$ cat config.mk
export PLATFORM = sky130hd
export DESIGN_NAME = polygon_area_centroid_flat
export DESIGN_NICKNAME = d
export VERILOG_FILES = /design/src/sv/pac_pkg.sv /design/src/sv/pac_vert_if.sv /design/src/sv/pac_res_if.sv /design/src/sv/pac_div.sv /design/src/sv/polygon_area_centroid.sv /design/src/flat_wrapper.sv
export VERILOG_INCLUDE_DIRS = /design/src /design/src/sv
export SDC_FILE = /design/constraint.sdc
export NUM_CORES = 2
export LEC_CHECK = 0
export ABC_CLOCK_PERIOD_IN_PS = 22700
export BUFFER_PORTS_ARGS = -buffer_cell sky130_fd_sc_hd__buf_2
export CORE_MARGIN = 5
export CORE_UTILIZATION = 50
export CTS_CLUSTER_SIZE = 12
export DETAILED_ROUTE_END_ITERATION = 10
export PLACE_DENSITY = 0.66
export SYNTH_ARGS = -nofsm -noshare
export SYNTH_HDL_FRONTEND = slang
export SYNTH_SLANG_ARGS = --single-unit
$ cat constraint.sdc
create_clock -name clk_i -period 22.7 [get_ports clk_i]
set_input_delay 4.54 -clock clk_i [delete_from_list [all_inputs] [get_ports clk_i]]
set_output_delay 4.54 -clock clk_i [all_outputs]
set_load 0.1 [all_outputs]
$ cat src/sv/polygon_area_centroid_macros.svh
// Assertion macros shared by the polygon area and centroid block.
`ifndef POLYGON_AREA_CENTROID_MACROS_SVH
`define POLYGON_AREA_CENTROID_MACROS_SVH

// Same-cycle implication, sampled on clk_i and off while rst_ni is low.
`define PAC_ASSERT_IMP(lbl, ante, cons) \
  lbl: assert property (@(posedge clk_i) disable iff (!rst_ni) (ante) |-> (cons)) \
    else $error("polygon_area_centroid: check failed");

// Next-cycle implication, sampled on clk_i and off while rst_ni is low.
`define PAC_ASSERT_NXT(lbl, ante, cons) \
  lbl: assert property (@(posedge clk_i) disable iff (!rst_ni) (ante) |=> (cons)) \
    else $error("polygon_area_centroid: check failed");

`endif

$ cat src/sv/pac_pkg.sv
// Shared widths, constants and types of the polygon area and centroid block.
package pac_pkg;

  localparam int unsigned COORD_W   = 16;  // port width of a coordinate
  localparam int unsigned SUM_W     = 17;  // sum of two coordinates
  localparam int unsigned CROSS_W   = 33;  // one cross product term
  localparam int unsigned PROD_W    = 50;  // shared multiplier result
  localparam int unsigned CS_W      = 45;  // cross sum accumulator
  localparam int unsigned AREA_W    = 44;  // reported doubled area
  localparam int unsigned MOM_W     = 62;  // moment accumulators
  localparam int unsigned D3_W      = 47;  // three times the cross sum
  localparam int unsigned DVD_W     = MOM_W;
  localparam int unsigned DVS_W     = D3_W;
  localparam int unsigned DIV_CNT_W = $clog2(DVD_W);
  localparam int unsigned MIN_VERTS = 3;

  typedef struct packed {
    logic busy;
    logic done;
  } div_stat_t;

endpackage

$ cat src/sv/pac_vert_if.sv
// Vertex input channel: valid/ready handshake with one polygon vertex per beat.
interface pac_vert_if;
  logic                                  valid;
  logic                                  ready;
  logic signed [pac_pkg::COORD_W-1:0]    vert_x;
  logic signed [pac_pkg::COORD_W-1:0]    vert_y;
  logic signed [pac_pkg::COORD_W-1:0]    vert_z;
  logic                                  last_vertex;

  modport source (output valid, vert_x, vert_y, vert_z, last_vertex, input ready);
  modport sink   (input valid, vert_x, vert_y, vert_z, last_vertex, output ready);
endinterface

$ cat src/sv/pac_res_if.sv
// Result output channel: valid/ready handshake with one polygon result per beat.
interface pac_res_if;
  logic                                  valid;
  logic                                  ready;
  logic signed [pac_pkg::AREA_W-1:0]     double_area;
  logic signed [pac_pkg::COORD_W-1:0]    center_x;
  logic signed [pac_pkg::COORD_W-1:0]    center_y;
  logic signed [pac_pkg::COORD_W-1:0]    center_z;
  logic                                  result_valid;
  logic                                  too_many;

  modport source (output valid, double_area, center_x, center_y, center_z, result_valid,
                  too_many, input ready);
  modport sink   (input valid, double_area, center_x, center_y, center_z, result_valid,
                  too_many, output ready);
endinterface

$ cat src/sv/pac_div.sv
// Restoring unsigned divider that retires one quotient bit per cycle.
module pac_div (
  input  logic                         clk_i,
  input  logic                         rst_ni,
  input  logic                         start_i,
  input  logic [pac_pkg::DVD_W-1:0]    dividend_i,
  input  logic [pac_pkg::DVS_W-1:0]    divisor_i,
  output logic [pac_pkg::DVD_W-1:0]    quotient_o,
  output pac_pkg::div_stat_t           stat_o
);

  logic                             busy_q;
  logic                             done_q;
  logic [pac_pkg::DIV_CNT_W-1:0]    cnt_q;
  logic [pac_pkg::DVS_W-1:0]        rem_q;
  logic [pac_pkg::DVS_W-1:0]        dvs_q;
  logic [pac_pkg::DVD_W-1:0]        quo_q;
  logic [pac_pkg::DVS_W:0]          shifted;
  logic [pac_pkg::DVS_W+1:0]        diff;
  logic                             take;

  // Bring down the next dividend bit and try to subtract the divisor.
  assign shifted = {rem_q, quo_q[pac_pkg::DVD_W-1]};
  assign diff    = {1'b0, shifted} - {2'b00, dvs_q};
  assign take    = ~diff[pac_pkg::DVS_W+1];

  always_ff @(posedge clk_i or negedge rst_ni) begin
    if (!rst_ni) begin
      busy_q <= 1'b0;
      done_q <= 1'b0;
      cnt_q  <= '0;
    end else begin
      done_q <= 1'b0;
      if (start_i) begin
        busy_q <= 1'b1;
        cnt_q  <= pac_pkg::DIV_CNT_W'(pac_pkg::DVD_W - 1);
      end else if (busy_q) begin
        if (cnt_q == '0) begin
          busy_q <= 1'b0;
          done_q <= 1'b1;
        end else begin
          cnt_q <= cnt_q - 1'b1;
        end
      end
    end
  end

  always_ff @(posedge clk_i) begin
    if (start_i) begin
      rem_q <= '0;
      quo_q <= dividend_i;
      dvs_q <= divisor_i;
    end else if (busy_q) begin
      rem_q <= take ? diff[pac_pkg::DVS_W-1:0] : shifted[pac_pkg::DVS_W-1:0];
      quo_q <= {quo_q[pac_pkg::DVD_W-2:0], take};
    end
  end

  assign quotient_o  = quo_q;
  assign stat_o.busy = busy_q;
  assign stat_o.done = done_q;

endmodule

$ cat src/sv/polygon_area_centroid.sv
// Top level of the shoelace polygon area and centroid block.
// An inner vertex passes ST_IDLE, ST_M2, ST_M3 and ST_M4 on one shared 17x33 multiplier.
// A vertex marked last then runs ST_FIN0 and ST_FIN1, for a valid polygon two 62-step
// divisions (x, then y), and ST_OUT, which waits while the output register is full.
// Only one vertex is in work at a time; results at most one per polygon.
// Reset (rst_ni low, asynchronous) clears the sequencer and all accumulators.
`include "polygon_area_centroid_macros.svh"

module polygon_area_centroid #(
  parameter int unsigned MAX_VERTICES = 4096,
  parameter int unsigned COORD_BITS   = 16
) (
  input  logic        clk_i,
  input  logic        rst_ni,
  pac_vert_if.sink    vert_i,
  pac_res_if.source   res_o
);

  localparam int unsigned CNT_W = $clog2(MAX_VERTICES + 1);
  localparam int unsigned SH    = pac_pkg::COORD_W - COORD_BITS;

  // Saturation limits of the centroid in the coordinate range.
  localparam logic [pac_pkg::DVD_W-1:0] CMAX_MAG =
    pac_pkg::DVD_W'((64'd1 << (COORD_BITS - 1)) - 64'd1);
  localparam logic [pac_pkg::DVD_W-1:0] CMIN_MAG = CMAX_MAG + pac_pkg::DVD_W'(1);
  localparam logic [pac_pkg::COORD_W-1:0] CMAX16 = pac_pkg::COORD_W'(CMAX_MAG);
  localparam logic [pac_pkg::COORD_W-1:0] CMIN16 = ~CMAX16;

  // Sequencer states.
  localparam logic [3:0] ST_IDLE = 4'd0;   // take a vertex, first cross product
  localparam logic [3:0] ST_M2   = 4'd1;   // second cross product, form the term
  localparam logic [3:0] ST_M3   = 4'd2;   // x moment product, update cross sum
  localparam logic [3:0] ST_M4   = 4'd3;   // y moment product, update x moment
  localparam logic [3:0] ST_FIN0 = 4'd4;   // last y moment update, three times cross sum
  localparam logic [3:0] ST_FIN1 = 4'd5;   // validity, magnitudes and signs
  localparam logic [3:0] ST_SX   = 4'd6;   // start x division
  localparam logic [3:0] ST_DIVX = 4'd7;   // wait for x quotient
  localparam logic [3:0] ST_SY   = 4'd8;   // start y division
  localparam logic [3:0] ST_DIVY = 4'd9;   // wait for y quotient
  localparam logic [3:0] ST_OUT  = 4'd10;  // hand the result to the output register

  // Control and accumulator state (reset).
  logic [3:0]                    state_q, state_d;
  logic [CNT_W-1:0]              count_q, count_d;
  logic                          ovf_q, ovf_d;
  logic                          pend_q, pend_d;
  logic                          out_valid_q, out_valid_d;
  logic [pac_pkg::COORD_W-1:0]   prev_x_q, prev_x_d;
  logic [pac_pkg::COORD_W-1:0]   prev_y_q, prev_y_d;
  logic [pac_pkg::COORD_W-1:0]   first_z_q, first_z_d;
  logic [pac_pkg::CS_W-1:0]      cs_q, cs_d;
  logic [pac_pkg::MOM_W-1:0]     mx_q, mx_d;
  logic [pac_pkg::MOM_W-1:0]     my_q, my_d;

  // Working registers (no reset).
  logic [pac_pkg::COORD_W-1:0]   x_q, x_d;
  logic [pac_pkg::COORD_W-1:0]   y_q, y_d;
  logic                          last_q, last_d;
  logic [pac_pkg::SUM_W-1:0]     sx_q, sx_d;
  logic [pac_pkg::SUM_W-1:0]     sy_q, sy_d;
  logic [pac_pkg::CROSS_W-1:0]   a_q, a_d;
  logic [pac_pkg::PROD_W-1:0]    p_q, p_d;
  logic [pac_pkg::D3_W-1:0]      d3_q, d3_d;
  logic [pac_pkg::DVS_W-1:0]     dmag_q, dmag_d;
  logic [pac_pkg::DVD_W-1:0]     dvd_q, dvd_d;
  logic                          qneg_q, qneg_d;
  logic                          valid_q, valid_d;
  logic [pac_pkg::COORD_W-1:0]   cx_q, cx_d;
  logic [pac_pkg::COORD_W-1:0]   cy_q, cy_d;

  // Output register.
  logic [pac_pkg::AREA_W-1:0]    o_area_q, o_area_d;
  logic [pac_pkg::COORD_W-1:0]   o_cx_q, o_cx_d;
  logic [pac_pkg::COORD_W-1:0]   o_cy_q, o_cy_d;
  logic [pac_pkg::COORD_W-1:0]   o_cz_q, o_cz_d;
  logic                          o_rv_q, o_rv_d;
  logic                          o_tm_q, o_tm_d;

  // Input coordinates sign-extended from their low COORD_BITS bits.
  logic [pac_pkg::COORD_W-1:0]   x_sh, y_sh;
  logic signed [pac_pkg::COORD_W-1:0] x_in, y_in;
  logic                          in_acc;
  logic                          out_free;

  // Shared multiplier.
  logic signed [pac_pkg::SUM_W-1:0]   mul_a;
  logic signed [pac_pkg::CROSS_W-1:0] mul_b;
  logic signed [pac_pkg::PROD_W-1:0]  prod;

  // Divider.
  logic                          div_start;
  logic [pac_pkg::DVD_W-1:0]     div_quo;
  pac_pkg::div_stat_t            div_stat;

  assign x_sh = vert_i.vert_x << SH;
  assign y_sh = vert_i.vert_y << SH;
  assign x_in = $signed(x_sh) >>> SH;
  assign y_in = $signed(y_sh) >>> SH;

  // The block takes a vertex only when the sequencer is idle. A finished
  // result may still be waiting in the output register at that time.
  assign vert_i.ready = (state_q == ST_IDLE);
  assign in_acc       = vert_i.valid && vert_i.ready;
  assign out_free     = !out_valid_q || res_o.ready;

  // Clamp an unsigned quotient magnitude with its sign to the coordinate range.
  function automatic logic [pac_pkg::COORD_W-1:0] sat_coord(
    input logic [pac_pkg::DVD_W-1:0] mag,
    input logic                      neg
  );
    logic [pac_pkg::COORD_W-1:0] r;
    if (!neg) begin
      r = (mag > CMAX_MAG) ? CMAX16 : mag[pac_pkg::COORD_W-1:0];
    end else begin
      r = (mag > CMIN_MAG) ? CMIN16 : pac_pkg::COORD_W'(0) - mag[pac_pkg::COORD_W-1:0];
    end
    return r;
  endfunction

  // Operand selection of the shared multiplier. Each vertex after the first
  // runs four products in turn: prev_x*y, x*prev_y, (prev_x+x)*a and
  // (prev_y+y)*a, where a is the cross term of the edge.
  always_comb begin
    case (state_q)
      ST_IDLE: begin
        mul_a = {prev_x_q[pac_pkg::COORD_W-1], prev_x_q};
        mul_b = {{(pac_pkg::CROSS_W - pac_pkg::COORD_W){y_in[pac_pkg::COORD_W-1]}}, y_in};
      end
      ST_M2: begin
        mul_a = {x_q[pac_pkg::COORD_W-1], x_q};
        mul_b = {{(pac_pkg::CROSS_W - pac_pkg::COORD_W){prev_y_q[pac_pkg::COORD_W-1]}},
                 prev_y_q};
      end
      ST_M3: begin
        mul_a = sx_q;
        mul_b = a_q;
      end
      default: begin
        mul_a = sy_q;
        mul_b = a_q;
      end
    endcase
  end

  assign prod = mul_a * mul_b;

  assign div_start = (state_q == ST_SX) || (state_q == ST_SY);

  pac_div u_div (
    .clk_i      (clk_i),
    .rst_ni     (rst_ni),
    .start_i    (div_start),
    .dividend_i (dvd_q),
    .divisor_i  (dmag_q),
    .quotient_o (div_quo),
    .stat_o     (div_stat)
  );

  // Sequencer and datapath next state.
  always_comb begin
    state_d     = state_q;
    count_d     = count_q;
    ovf_d       = ovf_q;
    pend_d      = pend_q;
    prev_x_d    = prev_x_q;
    prev_y_d    = prev_y_q;
    first_z_d   = first_z_q;
    cs_d        = cs_q;
    mx_d        = mx_q;
    my_d        = my_q;
    x_d         = x_q;
    y_d         = y_q;
    last_d      = last_q;
    sx_d        = sx_q;
    sy_d        = sy_q;
    a_d         = a_q;
    p_d         = p_q;
    d3_d        = d3_q;
    dmag_d      = dmag_q;
    dvd_d       = dvd_q;
    qneg_d      = qneg_q;
    valid_d     = valid_q;
    cx_d        = cx_q;
    cy_d        = cy_q;
    o_area_d    = o_area_q;
    o_cx_d      = o_cx_q;
    o_cy_d      = o_cy_q;
    o_cz_d      = o_cz_q;
    o_rv_d      = o_rv_q;
    o_tm_d      = o_tm_q;

    // The output register empties when its beat is taken.
    out_valid_d = out_valid_q && !res_o.ready;

    // The y moment product of the previous vertex is folded in while the
    // sequencer idles or winds up, so the multiplier never waits for it.
    if (pend_q && (state_q == ST_IDLE || state_q == ST_FIN0)) begin
      my_d   = my_q + {{(pac_pkg::MOM_W - pac_pkg::PROD_W){p_q[pac_pkg::PROD_W-1]}}, p_q};
      pend_d = 1'b0;
    end

    case (state_q)
      ST_IDLE: begin
        if (in_acc) begin
          x_d    = x_in;
          y_d    = y_in;
          last_d = vert_i.last_vertex;
          if (count_q >= CNT_W'(MAX_VERTICES)) begin
            // Vertices past the limit are dropped but still may close the polygon.
            ovf_d   = 1'b1;
            state_d = vert_i.last_vertex ? ST_FIN0 : ST_IDLE;
          end else if (count_q == '0) begin
            // The first vertex only seeds the edge chain and the reported z.
            first_z_d = vert_i.vert_z;
            prev_x_d  = x_in;
            prev_y_d  = y_in;
            count_d   = CNT_W'(1);
            state_d   = vert_i.last_vertex ? ST_FIN0 : ST_IDLE;
          end else begin
            p_d     = prod;
            sx_d    = {prev_x_q[pac_pkg::COORD_W-1], prev_x_q} +
                      {x_in[pac_pkg::COORD_W-1], x_in};
            sy_d    = {prev_y_q[pac_pkg::COORD_W-1], prev_y_q} +
                      {y_in[pac_pkg::COORD_W-1], y_in};
            state_d = ST_M2;
          end
        end
      end
      ST_M2: begin
        a_d     = p_q[pac_pkg::CROSS_W-1:0] - prod[pac_pkg::CROSS_W-1:0];
        state_d = ST_M3;
      end
      ST_M3: begin
        cs_d    = cs_q + {{(pac_pkg::CS_W - pac_pkg::CROSS_W){a_q[pac_pkg::CROSS_W-1]}}, a_q};
        p_d     = prod;
        state_d = ST_M4;
      end
      ST_M4: begin
        mx_d     = mx_q + {{(pac_pkg::MOM_W - pac_pkg::PROD_W){p_q[pac_pkg::PROD_W-1]}}, p_q};
        p_d      = prod;
        pend_d   = 1'b1;
        prev_x_d = x_q;
        prev_y_d = y_q;
        count_d  = count_q + CNT_W'(1);
        state_d  = last_q ? ST_FIN0 : ST_IDLE;
      end
      ST_FIN0: begin
        // Three times the cross sum as 2*cs + cs.
        d3_d    = {{2{cs_q[pac_pkg::CS_W-1]}}, cs_q} + {cs_q[pac_pkg::CS_W-1], cs_q, 1'b0};
        state_d = ST_FIN1;
      end
      ST_FIN1: begin
        valid_d = (count_q >= CNT_W'(pac_pkg::MIN_VERTS)) && (cs_q != '0);
        dmag_d  = d3_q[pac_pkg::D3_W-1] ? (pac_pkg::DVS_W'(0) - d3_q) : d3_q;
        dvd_d   = mx_q[pac_pkg::MOM_W-1] ? (pac_pkg::DVD_W'(0) - mx_q) : mx_q;
        qneg_d  = mx_q[pac_pkg::MOM_W-1] ^ d3_q[pac_pkg::D3_W-1];
        state_d = ((count_q >= CNT_W'(pac_pkg::MIN_VERTS)) && (cs_q != '0)) ? ST_SX : ST_OUT;
      end
      ST_SX: begin
        state_d = ST_DIVX;
      end
      ST_DIVX: begin
        if (div_stat.done) begin
          cx_d    = sat_coord(div_quo, qneg_q);
          dvd_d   = my_q[pac_pkg::MOM_W-1] ? (pac_pkg::DVD_W'(0) - my_q) : my_q;
          qneg_d  = my_q[pac_pkg::MOM_W-1] ^ d3_q[pac_pkg::D3_W-1];
          state_d = ST_SY;
        end
      end
      ST_SY: begin
        state_d = ST_DIVY;
      end
      ST_DIVY: begin
        if (div_stat.done) begin
          cy_d    = sat_coord(div_quo, qneg_q);
          state_d = ST_OUT;
        end
      end
      ST_OUT: begin
        if (out_free) begin
          if (valid_q) begin
            // Saturate the 45-bit cross sum into the 44-bit area field.
            if (cs_q[pac_pkg::CS_W-1] != cs_q[pac_pkg::CS_W-2]) begin
              o_area_d = {cs_q[pac_pkg::CS_W-1], {(pac_pkg::AREA_W-1){~cs_q[pac_pkg::CS_W-1]}}};
            end else begin
              o_area_d = cs_q[pac_pkg::AREA_W-1:0];
            end
            o_cx_d = cx_q;
            o_cy_d = cy_q;
            o_cz_d = first_z_q;
          end else begin
            o_area_d = '0;
            o_cx_d   = '0;
            o_cy_d   = '0;
            o_cz_d   = '0;
          end
          o_rv_d      = valid_q;
          o_tm_d      = ovf_q;
          out_valid_d = 1'b1;
          // Start the next polygon from a clean slate.
          count_d     = '0;
          ovf_d       = 1'b0;
          prev_x_d    = '0;
          prev_y_d    = '0;
          first_z_d   = '0;
          cs_d        = '0;
          mx_d        = '0;
          my_d        = '0;
          state_d     = ST_IDLE;
        end
      end
      default: begin
        state_d = ST_IDLE;
      end
    endcase
  end

  always_ff @(posedge clk_i or negedge rst_ni) begin
    if (!rst_ni) begin
      state_q     <= ST_IDLE;
      count_q     <= '0;
      ovf_q       <= 1'b0;
      pend_q      <= 1'b0;
      out_valid_q <= 1'b0;
      prev_x_q    <= '0;
      prev_y_q    <= '0;
      first_z_q   <= '0;
      cs_q        <= '0;
      mx_q        <= '0;
      my_q        <= '0;
    end else begin
      state_q     <= state_d;
      count_q     <= count_d;
      ovf_q       <= ovf_d;
      pend_q      <= pend_d;
      out_valid_q <= out_valid_d;
      prev_x_q    <= prev_x_d;
      prev_y_q    <= prev_y_d;
      first_z_q   <= first_z_d;
      cs_q        <= cs_d;
      mx_q        <= mx_d;
      my_q        <= my_d;
    end
  end

  always_ff @(posedge clk_i) begin
    x_q      <= x_d;
    y_q      <= y_d;
    last_q   <= last_d;
    sx_q     <= sx_d;
    sy_q     <= sy_d;
    a_q      <= a_d;
    p_q      <= p_d;
    d3_q     <= d3_d;
    dmag_q   <= dmag_d;
    dvd_q    <= dvd_d;
    qneg_q   <= qneg_d;
    valid_q  <= valid_d;
    cx_q     <= cx_d;
    cy_q     <= cy_d;
    o_area_q <= o_area_d;
    o_cx_q   <= o_cx_d;
    o_cy_q   <= o_cy_d;
    o_cz_q   <= o_cz_d;
    o_rv_q   <= o_rv_d;
    o_tm_q   <= o_tm_d;
  end

  assign res_o.valid        = out_valid_q;
  assign res_o.double_area  = o_area_q;
  assign res_o.center_x     = o_cx_q;
  assign res_o.center_y     = o_cy_q;
  assign res_o.center_z     = o_cz_q;
  assign res_o.result_valid = o_rv_q;
  assign res_o.too_many     = o_tm_q;

  // The divider only runs while the sequencer waits on it.
  `PAC_ASSERT_IMP(a_div_busy_state, div_stat.busy, state_q == ST_DIVX || state_q == ST_DIVY)
  // An invalid polygon reports all-zero values.
  `PAC_ASSERT_IMP(a_invalid_zero, out_valid_q && !o_rv_q,
                  o_area_q == '0 && o_cx_q == '0 && o_cy_q == '0 && o_cz_q == '0)
  // The accepted vertex count never passes the limit.
  `PAC_ASSERT_IMP(a_count_limit, 1'b1, count_q <= CNT_W'(MAX_VERTICES))
  // Handing off a result leaves the accumulators cleared for the next polygon.
  `PAC_ASSERT_NXT(a_clear_after_out, state_q == ST_OUT && out_free,
                  count_q == '0 && cs_q == '0 && !ovf_q)

endmodule
$ cat src/flat_wrapper.sv
// flat-port wrapper written by rule: the top's interface ports become plain ports
module polygon_area_centroid_flat 
#(
  parameter int unsigned MAX_VERTICES = 4096,
  parameter int unsigned COORD_BITS   = 16
)
  (clk_i, rst_ni, vert_i_valid, vert_i_vert_x, vert_i_vert_y, vert_i_vert_z, vert_i_last_vertex, vert_i_ready, res_o_valid, res_o_double_area, res_o_center_x, res_o_center_y, res_o_center_z, res_o_result_valid, res_o_too_many, res_o_ready);
  pac_vert_if vert_i_i ();
  pac_res_if res_o_i ();
  input  logic clk_i;
  input  logic rst_ni;
  input wire logic [$bits(vert_i_i.valid)-1:0] vert_i_valid;
  input wire logic [$bits(vert_i_i.vert_x)-1:0] vert_i_vert_x;
  input wire logic [$bits(vert_i_i.vert_y)-1:0] vert_i_vert_y;
  input wire logic [$bits(vert_i_i.vert_z)-1:0] vert_i_vert_z;
  input wire logic [$bits(vert_i_i.last_vertex)-1:0] vert_i_last_vertex;
  output wire logic [$bits(vert_i_i.ready)-1:0] vert_i_ready;
  output wire logic [$bits(res_o_i.valid)-1:0] res_o_valid;
  output wire logic [$bits(res_o_i.double_area)-1:0] res_o_double_area;
  output wire logic [$bits(res_o_i.center_x)-1:0] res_o_center_x;
  output wire logic [$bits(res_o_i.center_y)-1:0] res_o_center_y;
  output wire logic [$bits(res_o_i.center_z)-1:0] res_o_center_z;
  output wire logic [$bits(res_o_i.result_valid)-1:0] res_o_result_valid;
  output wire logic [$bits(res_o_i.too_many)-1:0] res_o_too_many;
  input wire logic [$bits(res_o_i.ready)-1:0] res_o_ready;
  assign vert_i_i.valid = vert_i_valid;
  assign vert_i_i.vert_x = vert_i_vert_x;
  assign vert_i_i.vert_y = vert_i_vert_y;
  assign vert_i_i.vert_z = vert_i_vert_z;
  assign vert_i_i.last_vertex = vert_i_last_vertex;
  assign vert_i_ready = vert_i_i.ready;
  assign res_o_valid = res_o_i.valid;
  assign res_o_double_area = res_o_i.double_area;
  assign res_o_center_x = res_o_i.center_x;
  assign res_o_center_y = res_o_i.center_y;
  assign res_o_center_z = res_o_i.center_z;
  assign res_o_result_valid = res_o_i.result_valid;
  assign res_o_too_many = res_o_i.too_many;
  assign res_o_i.ready = res_o_ready;
  polygon_area_centroid #(.MAX_VERTICES(MAX_VERTICES), .COORD_BITS(COORD_BITS)) u_core (.clk_i(clk_i), .rst_ni(rst_ni), .vert_i(vert_i_i), .res_o(res_o_i));
endmodule
Word level (Yosys, flattened, before mapping)
Cells that the tools add are included.
{"block": "totals", "regBits": 835, "inputBits": 53, "out_inout_bits": 96, "elab_cells": 191}
{"block": "op_classes", "addsub": 14, "n_mul": 1, "n_lt_le_gt_ge": 4, "n_eq_ne": 20, "mux": 72, "bitwise": 6, "n_reduce_logical": 36}
{"cell": "2-to-1 mux 62 bit", "count": 9}
{"cell": "case mux 62 bit (2 select lines)", "count": 2}
{"cell": "2-to-1 mux 16 bit", "count": 13}
{"cell": "2-to-1 mux 50 bit", "count": 3}
{"cell": "adder 62 bit", "count": 2}
{"cell": "subtractor 1 x 62 -> 62 bit (first input constant)", "count": 2}
{"cell": "case mux 50 bit (2 select lines)", "count": 1}
{"cell": "case mux 16 bit (3 select lines)", "count": 2}
{"cell": "case mux 45 bit (2 select lines)", "count": 1}
{"cell": "case mux 33 bit (2 select lines)", "count": 1}
{"cell": "> comparator 62 x 15 -> 1 bit (second input constant)", "count": 1}
{"cell": "> comparator 62 x 16 -> 1 bit (second input constant)", "count": 1}
{"cell": "2-to-1 mux 13 bit", "count": 4}
{"cell": "case mux 17 bit (3 select lines)", "count": 1}
{"cell": "multiplier 17 x 33 -> 50 bit", "count": 1}
{"cell": "subtractor 48 x 47 -> 49 bit", "count": 1}
{"cell": "adder 45 x 46 -> 47 bit", "count": 1}
{"cell": "2-to-1 mux 47 bit", "count": 1}
{"cell": "subtractor 1 x 47 -> 47 bit (first input constant)", "count": 1}
{"cell": "2-to-1 mux 46 bit", "count": 1}
{"cell": "adder 45 bit", "count": 1}
{"cell": "2-to-1 mux 45 bit", "count": 1}
{"cell": "nonzero test 45 bit", "count": 1}
{"cell": "2-to-1 mux 44 bit", "count": 1}
{"cell": "36 further kinds", "count": 100}

Depth between registers and ports, before layout
{"block": "depth", "ltp_word": 7, "ltp_mapped": 42, "depth_no_buf": 37}

Modules after synthesis
A second synthesis with hierarchy kept.
{"block": "unflattened", "hier_cells": 7548, "area_unflattened_um2": 71407.2}
{"mod": "polygon_area_centroid", "instances": 1, "cells_per_inst": 6612, "area_each_um2": 61890.6, "seq_area_each_um2": 18963.2}
{"mod": "pac_div", "instances": 1, "cells_per_inst": 936, "area_each_um2": 9516.6, "seq_area_each_um2": 4414.2}

Worst setup path after synthesis
No wires, ideal clock.
{"block": "synth_path", "kind": "input port to flip-flop", "from": "input port vert_i_vert_y[0]", "to": "register u_core.a_q[30] (netlist name) (data pin)", "setup_time_ns": 0.258, "arrival_ns": 12.027, "t_required_ns": 22.442, "slack_ns": 10.416, "cell_stages": 31, "path_buffers": 3, "cell_sequence": "mux2i_1 -> nand2_1 -> o21ai_1 -> clkbuf_1 -> nand2_1 -> fa_1 -> fa_1 -> inv_1 -> fa_1 -> fa_1 -> fa_1 -> fa_1 -> ha_1 -> clkbuf_1 -> o21ai_0 -> a221o_1 -> a21oi_1 -> a21bo_2 -> nand2_1 -> xnor2_1 -> ha_1 -> clkbuf_1 -> a21o_1 -> a21o_1 -> a21oi_1 -> o211ai_1 -> nand2_1 -> a2bb2oi_1 -> maj3_1 -> maj3_1 -> xnor2_1"}
{"block": "synth_via", "elab_chain_len": 3}
{"item": "from (decl)", "line": "flat_wrapper.sv:14", "rtl": "input wire logic [$bits(vert_i_i.vert_y)-1:0] vert_i_vert_y;"}
{"item": "case mux 33 bit (2 select lines)", "line": "polygon_area_centroid.sv:124", "rtl": "case (state_q)"}
{"item": "multiplier 17 x 33 -> 50 bit", "line": "polygon_area_centroid.sv:145", "rtl": "assign prod = mul_a * mul_b;"}
{"item": "subtractor 33 bit", "line": "polygon_area_centroid.sv:230", "rtl": "a_d = p_q[pac_pkg::CROSS_W-1:0] - prod[pac_pkg::CROSS_W-1:0];"}
{"item": "to (signal assigned)", "line": "polygon_area_centroid.sv:352", "rtl": "a_q <= a_d;"}
{"item": "to (decl)", "line": "polygon_area_centroid.sv:61", "rtl": "logic [pac_pkg::CROSS_W-1:0] a_q, a_d;"}
Every way passes these cells.
A chain may end at the register's enable or synchronous reset.

Worst setup path after layout
{"block": "layout_path", "from": "input port vert_i_vert_y[15]", "to": "register u_core.a_q[30] (netlist name) (data pin)"}
Same word-level chain as after synthesis.

==> flow_summary_export.csv <==
group,metric,value,unit
status,status,"finished clean",
worst_setup_path,cp_common_cell,"fa_1",
power,clock_power_share,0.500,
worst_setup_path,cp_max_fo,18,
sta,rsz0062_at_grt,"false",
cts,numCtsBuffers,97,
sta,period_minus_slack,12.58,ns
cts,path_clk_slew,0.06,ns
floorplan,die-height,386.7,um
cts,root_buffer,"clkbuf_16",
yosys,synth_area_leaders,"edfxtp_1 23%, fa_1 15%, dfrtp_1 8.6%, ha_1 8.2%, nand2_1 5.8%",
worst_setup_path,critPathCaptureType,"flop",
yosys,ys.flop_type,"edfxtp_1",
worst_hold_path,worstHoldStart,"u_core.dmag_q[27]",
placed_design,hpwl,149300,um
sta,maxSlewViolCount,0,
global_routing,track_usage,0.2549,
worst_setup_path,rr_startpoint,"u_core.state_q[3]",
placed_design,gp_congestion,0.9576,
routing,first_pass_iters,6,
layout,finish.utilization,0.5449,
sta,fmax,0.07948,GHz
global_routing,overflow,0,
power,p_switching,682.3,uW
yosys,syn_area,70960,um2
layout,multi_input_area,43740,um2
power,powerDensity,42.47,nW/um2
cts,ctsResizeCount,0,
routing,antenna_left,0,
job,drv_cap,0,
power,p_leak,0.03423,uW
cts,clockBufferDepth,3,
worst_setup_path,path_class,"in -> reg",
yosys,ys_ff_latch,835,
cts,cts_tree,"built",
power,p_int,2587,uW
yosys,syn_nets,8751,
layout,areaGrowthSynthToFinish,8.460,%
sta,relSlewSlack,0.1409,
layout,drive_gt1_frac,0.06026,
sta,skew,0.08385,ns
routing,dr_total_vias,55571,
floorplan,die_width,386.7,um
worst_hold_path,hold_class,"reg -> reg",
global_routing,grt_max_degree,90,
yosys,avgSynthCellArea,9.229,um2
cts,clock-sinks,835,
cts,htree_levels,3,
routing,wl_per_cell,19.97,um
yosys,async_flop_share,0.2934,
worst_setup_path,rr_worst_depth,34,
global_routing,antenna_found_initial,4,
yosys,synth_edf_count,543,
cts,postCtsSetupRepairBufs,0,
cts,clock_latency,0.73,ns
sta,whs,0.4154,ns
yosys,netlist.area_leader.share,0.2298,
placed_design,dp_worst_setup_slack,9.570,ns
layout,fin_nets,8745,
power,comb_power_share,0.009,
worst_setup_path,cpPeakStageDelay,0.72,ns
sta,fin_crit_sh,0.5543,
sta,finalSetupViolCount,0,
yosys,yosys_warnings,0,
cts,ctsHoldBuffers,0,
worst_setup_path,arrival,12.99,ns
routing,drc,0,
worst_hold_path,whs_path_depth,0,
layout,final_area,76970,um2
placed_design,place_area,73590,um2
global_routing,grt_pass1_vias,54609,
power,p_seq_frac,0.492,
yosys,synth_seq_area_share,0.3294,
worst_setup_path,crit_required,23.11,ns
floorplan,rows,138,
sta,tightest_slew,1.289,ns
worst_setup_path,critPathLaunchType,"primary input",
floorplan,core,141200,um2
layout,seq_area,23380,um2
worst_setup_path,slowest_stage,"o32a_1",
worst_setup_path,r2r_slack,12.13,ns
floorplan,ios,149,
floorplan,dieArea,149600,um2
yosys,synthTopCellsByCount,"1104 x nand2_1, 738 x inv_1, 618 x nor2_1",
power,sw_frac_of_total,0.2087,
sta,setup_tns,0,ns
layout,fillers,12800,
floorplan,initial_core_util,0.5024,
routing,via_per_inst,5.754,
yosys,syn_inst,7689,
worst_setup_path,rr_endpoint,"u_core.a_q[30]",
routing,drt_iter0_drc,4760,
yosys,synth.distinct_cells,89,
routing,drt_wl_total,192800,um
yosys,yosys.cell_count.top_type,"nand2_1",
power,peakVddDrop,0.05813,mV
global_routing,grt_pass1_wl,307000,um
placed_design,portBuffers,148,
worst_hold_path,hold-path-endpoint,"u_core.u_div.dvs_q[27]",
sta,finalHoldViolations,0,
sta,setup_ws,10.12,ns
yosys,yosysTopAreaCell,"edfxtp_1",
through the flow:
stage,power (uW),cells
finish,3269,9657
global route,3369,9657
CTS,3303,9656
detailed placement,1667,9474
global placement,1667,9474
floorplan,1647,7689
critical path, delay by kind of cell:
| kind | cells | cell delay, ns |
|---|---|---|
| fa+ha+maj | 10 | 4.56 |
| compound gates | 9 | 2.51 |
| xor+xnor | 2 | 0.46 |
| simple gates | 3 | 0.54 |
| buf+inv | 5 | 0.37 |
area by class of cell:
| class | instances | share of cell area |
|---|---|---|
| Multi-Input combinational cell | 5785 | 0.5683 |
| Sequential cell | 835 | 0.3038 |
| Inverter | 741 | 0.03624 |
| Clock buffer | 131 | 0.03516 |
| Tap cell | 1890 | 0.03072 |
| Timing Repair Buffer | 223 | 0.01707 |
| Clock inverter | 51 | 0.008681 |
| Antenna cell | 1 | 0.00003251 |
layer usage:
| metal | share of wire | track usage | routed length [um] | up-vias |
|---|---|---|---|---|
| met2 | 0.44 | 0.3939 | 85190 | 1824 |
| li1 | - | - | - | 26374 |
| met3 | 0.072 | 0.04289 | 13970 | 319 |
| met5 | 0.00014 | 0 | 27 | - |
| met1 | 0.45 | 0.3693 | 87190 | 27050 |
| met4 | 0.034 | 0.07885 | 6470 | 4 |
logic make-up (layout without fill, tap and decap cells):
| family | Yosys count | in the layout | share of synthesized area |
|---|---|---|---|
| xor gates and xnor gates | 497 | 497 | 0.06196 |
| AOI/OAI and AO/OA | 1811 | 1811 | 0.1580 |
| DFF | 835 | 835 | 0.3294 |
| muxes | 47 | 47 | 0.006876 |
| adders and majority gates | 1013 | 1013 | 0.2360 |
| and+or+nand+nor | 2417 | 2417 | 0.1511 |
| buffers and inverters | 1069 | 1146 | 0.05662 |
| other | 0 | 1 | 0 |
worst max path at each step:
stage                     cells after the start               from             end  slack, ns
after floorplan                              31   vert_i_vert_y[0]  u_core.a_q[30]      10.42
after global placement                       32  vert_i_vert_y[10]  u_core.a_q[30]       9.60
after detailed placement                     29  vert_i_vert_y[15]  u_core.a_q[30]       9.57
after CTS                                    29  vert_i_vert_y[15]  u_core.a_q[30]      10.28
after global routing                         32   vert_i_vert_y[9]  u_core.a_q[30]       9.59
final                                        29  vert_i_vert_y[15]  u_core.a_q[30]      10.12
sequential cells by signal (all words and copies together) (netlist names), 17 cells and up:
| register | flops |
|---|---|
| u_core.p_q | 50 |
| u_core.a_q | 33 |
| u_core.cs_q | 45 |
| u_core.sy_q | 17 |
| u_core.d3_q | 47 |
| u_core.mx_q | 62 |
| u_core.dmag_q | 47 |
| u_core.sx_q | 17 |
| u_core.u_div.rem_q | 47 |
| u_core.u_div.dvs_q | 47 |
| u_core.my_q | 62 |
| u_core.res_o.double_area | 44 |
| u_core.u_div.quotient_o | 62 |
| u_core.dvd_q | 62 |
power groups by stage:
stage	registers, uW	clock network (uW)	logic, uW
CTS	1610	1670	29.2
global route	1610	1730	32.6
global placement	1640	0	28.4
detailed placement	1640	0	29.0
finish	1610	1630	28.5
floorplan	1640	0	9.18
placed cells by master (no fill, tap or decap), types with 21 or more instances in the layout:
cell type / netlist / routed
and2_1: 79 / 79
buf_2: 3 / 147
fa_1: 544 / 544
o41ai_1: 30 / 30
ha_1: 465 / 465
xor2_1: 194 / 194
a21oi_1: 524 / 519
a21boi_0: 39 / 39
or4_1: 36 / 36
o211ai_1: 24 / 24
nand4_1: 64 / 64
o21bai_1: 43 / 43
dfxtp_1: 47 / 47
and3_1: 51 / 51
o21ai_1: 19 / 22
nand3_1: 137 / 135
o22ai_1: 23 / 21
nand2_1: 1104 / 1103
xnor2_1: 300 / 300
o31ai_1: 73 / 73
dfrtp_1: 245 / 240
clkbuf_16: 0 / 98
inv_1: 738 / 738
a21o_1: 237 / 237
nand2b_1: 63 / 63
a31oi_1: 82 / 82
mux2i_1: 33 / 33
nor2_1: 618 / 607
o21ai_0: 462 / 456
edfxtp_1: 543 / 543
a211oi_1: 35 / 35
a22oi_1: 34 / 34
or3_1: 48 / 48
buf_4: 0 / 75
nor4_1: 31 / 31
o21a_1: 58 / 58
nor3_1: 67 / 66
nor2b_1: 49 / 49
No activity file was read; power rests on OpenSTA's default activity.
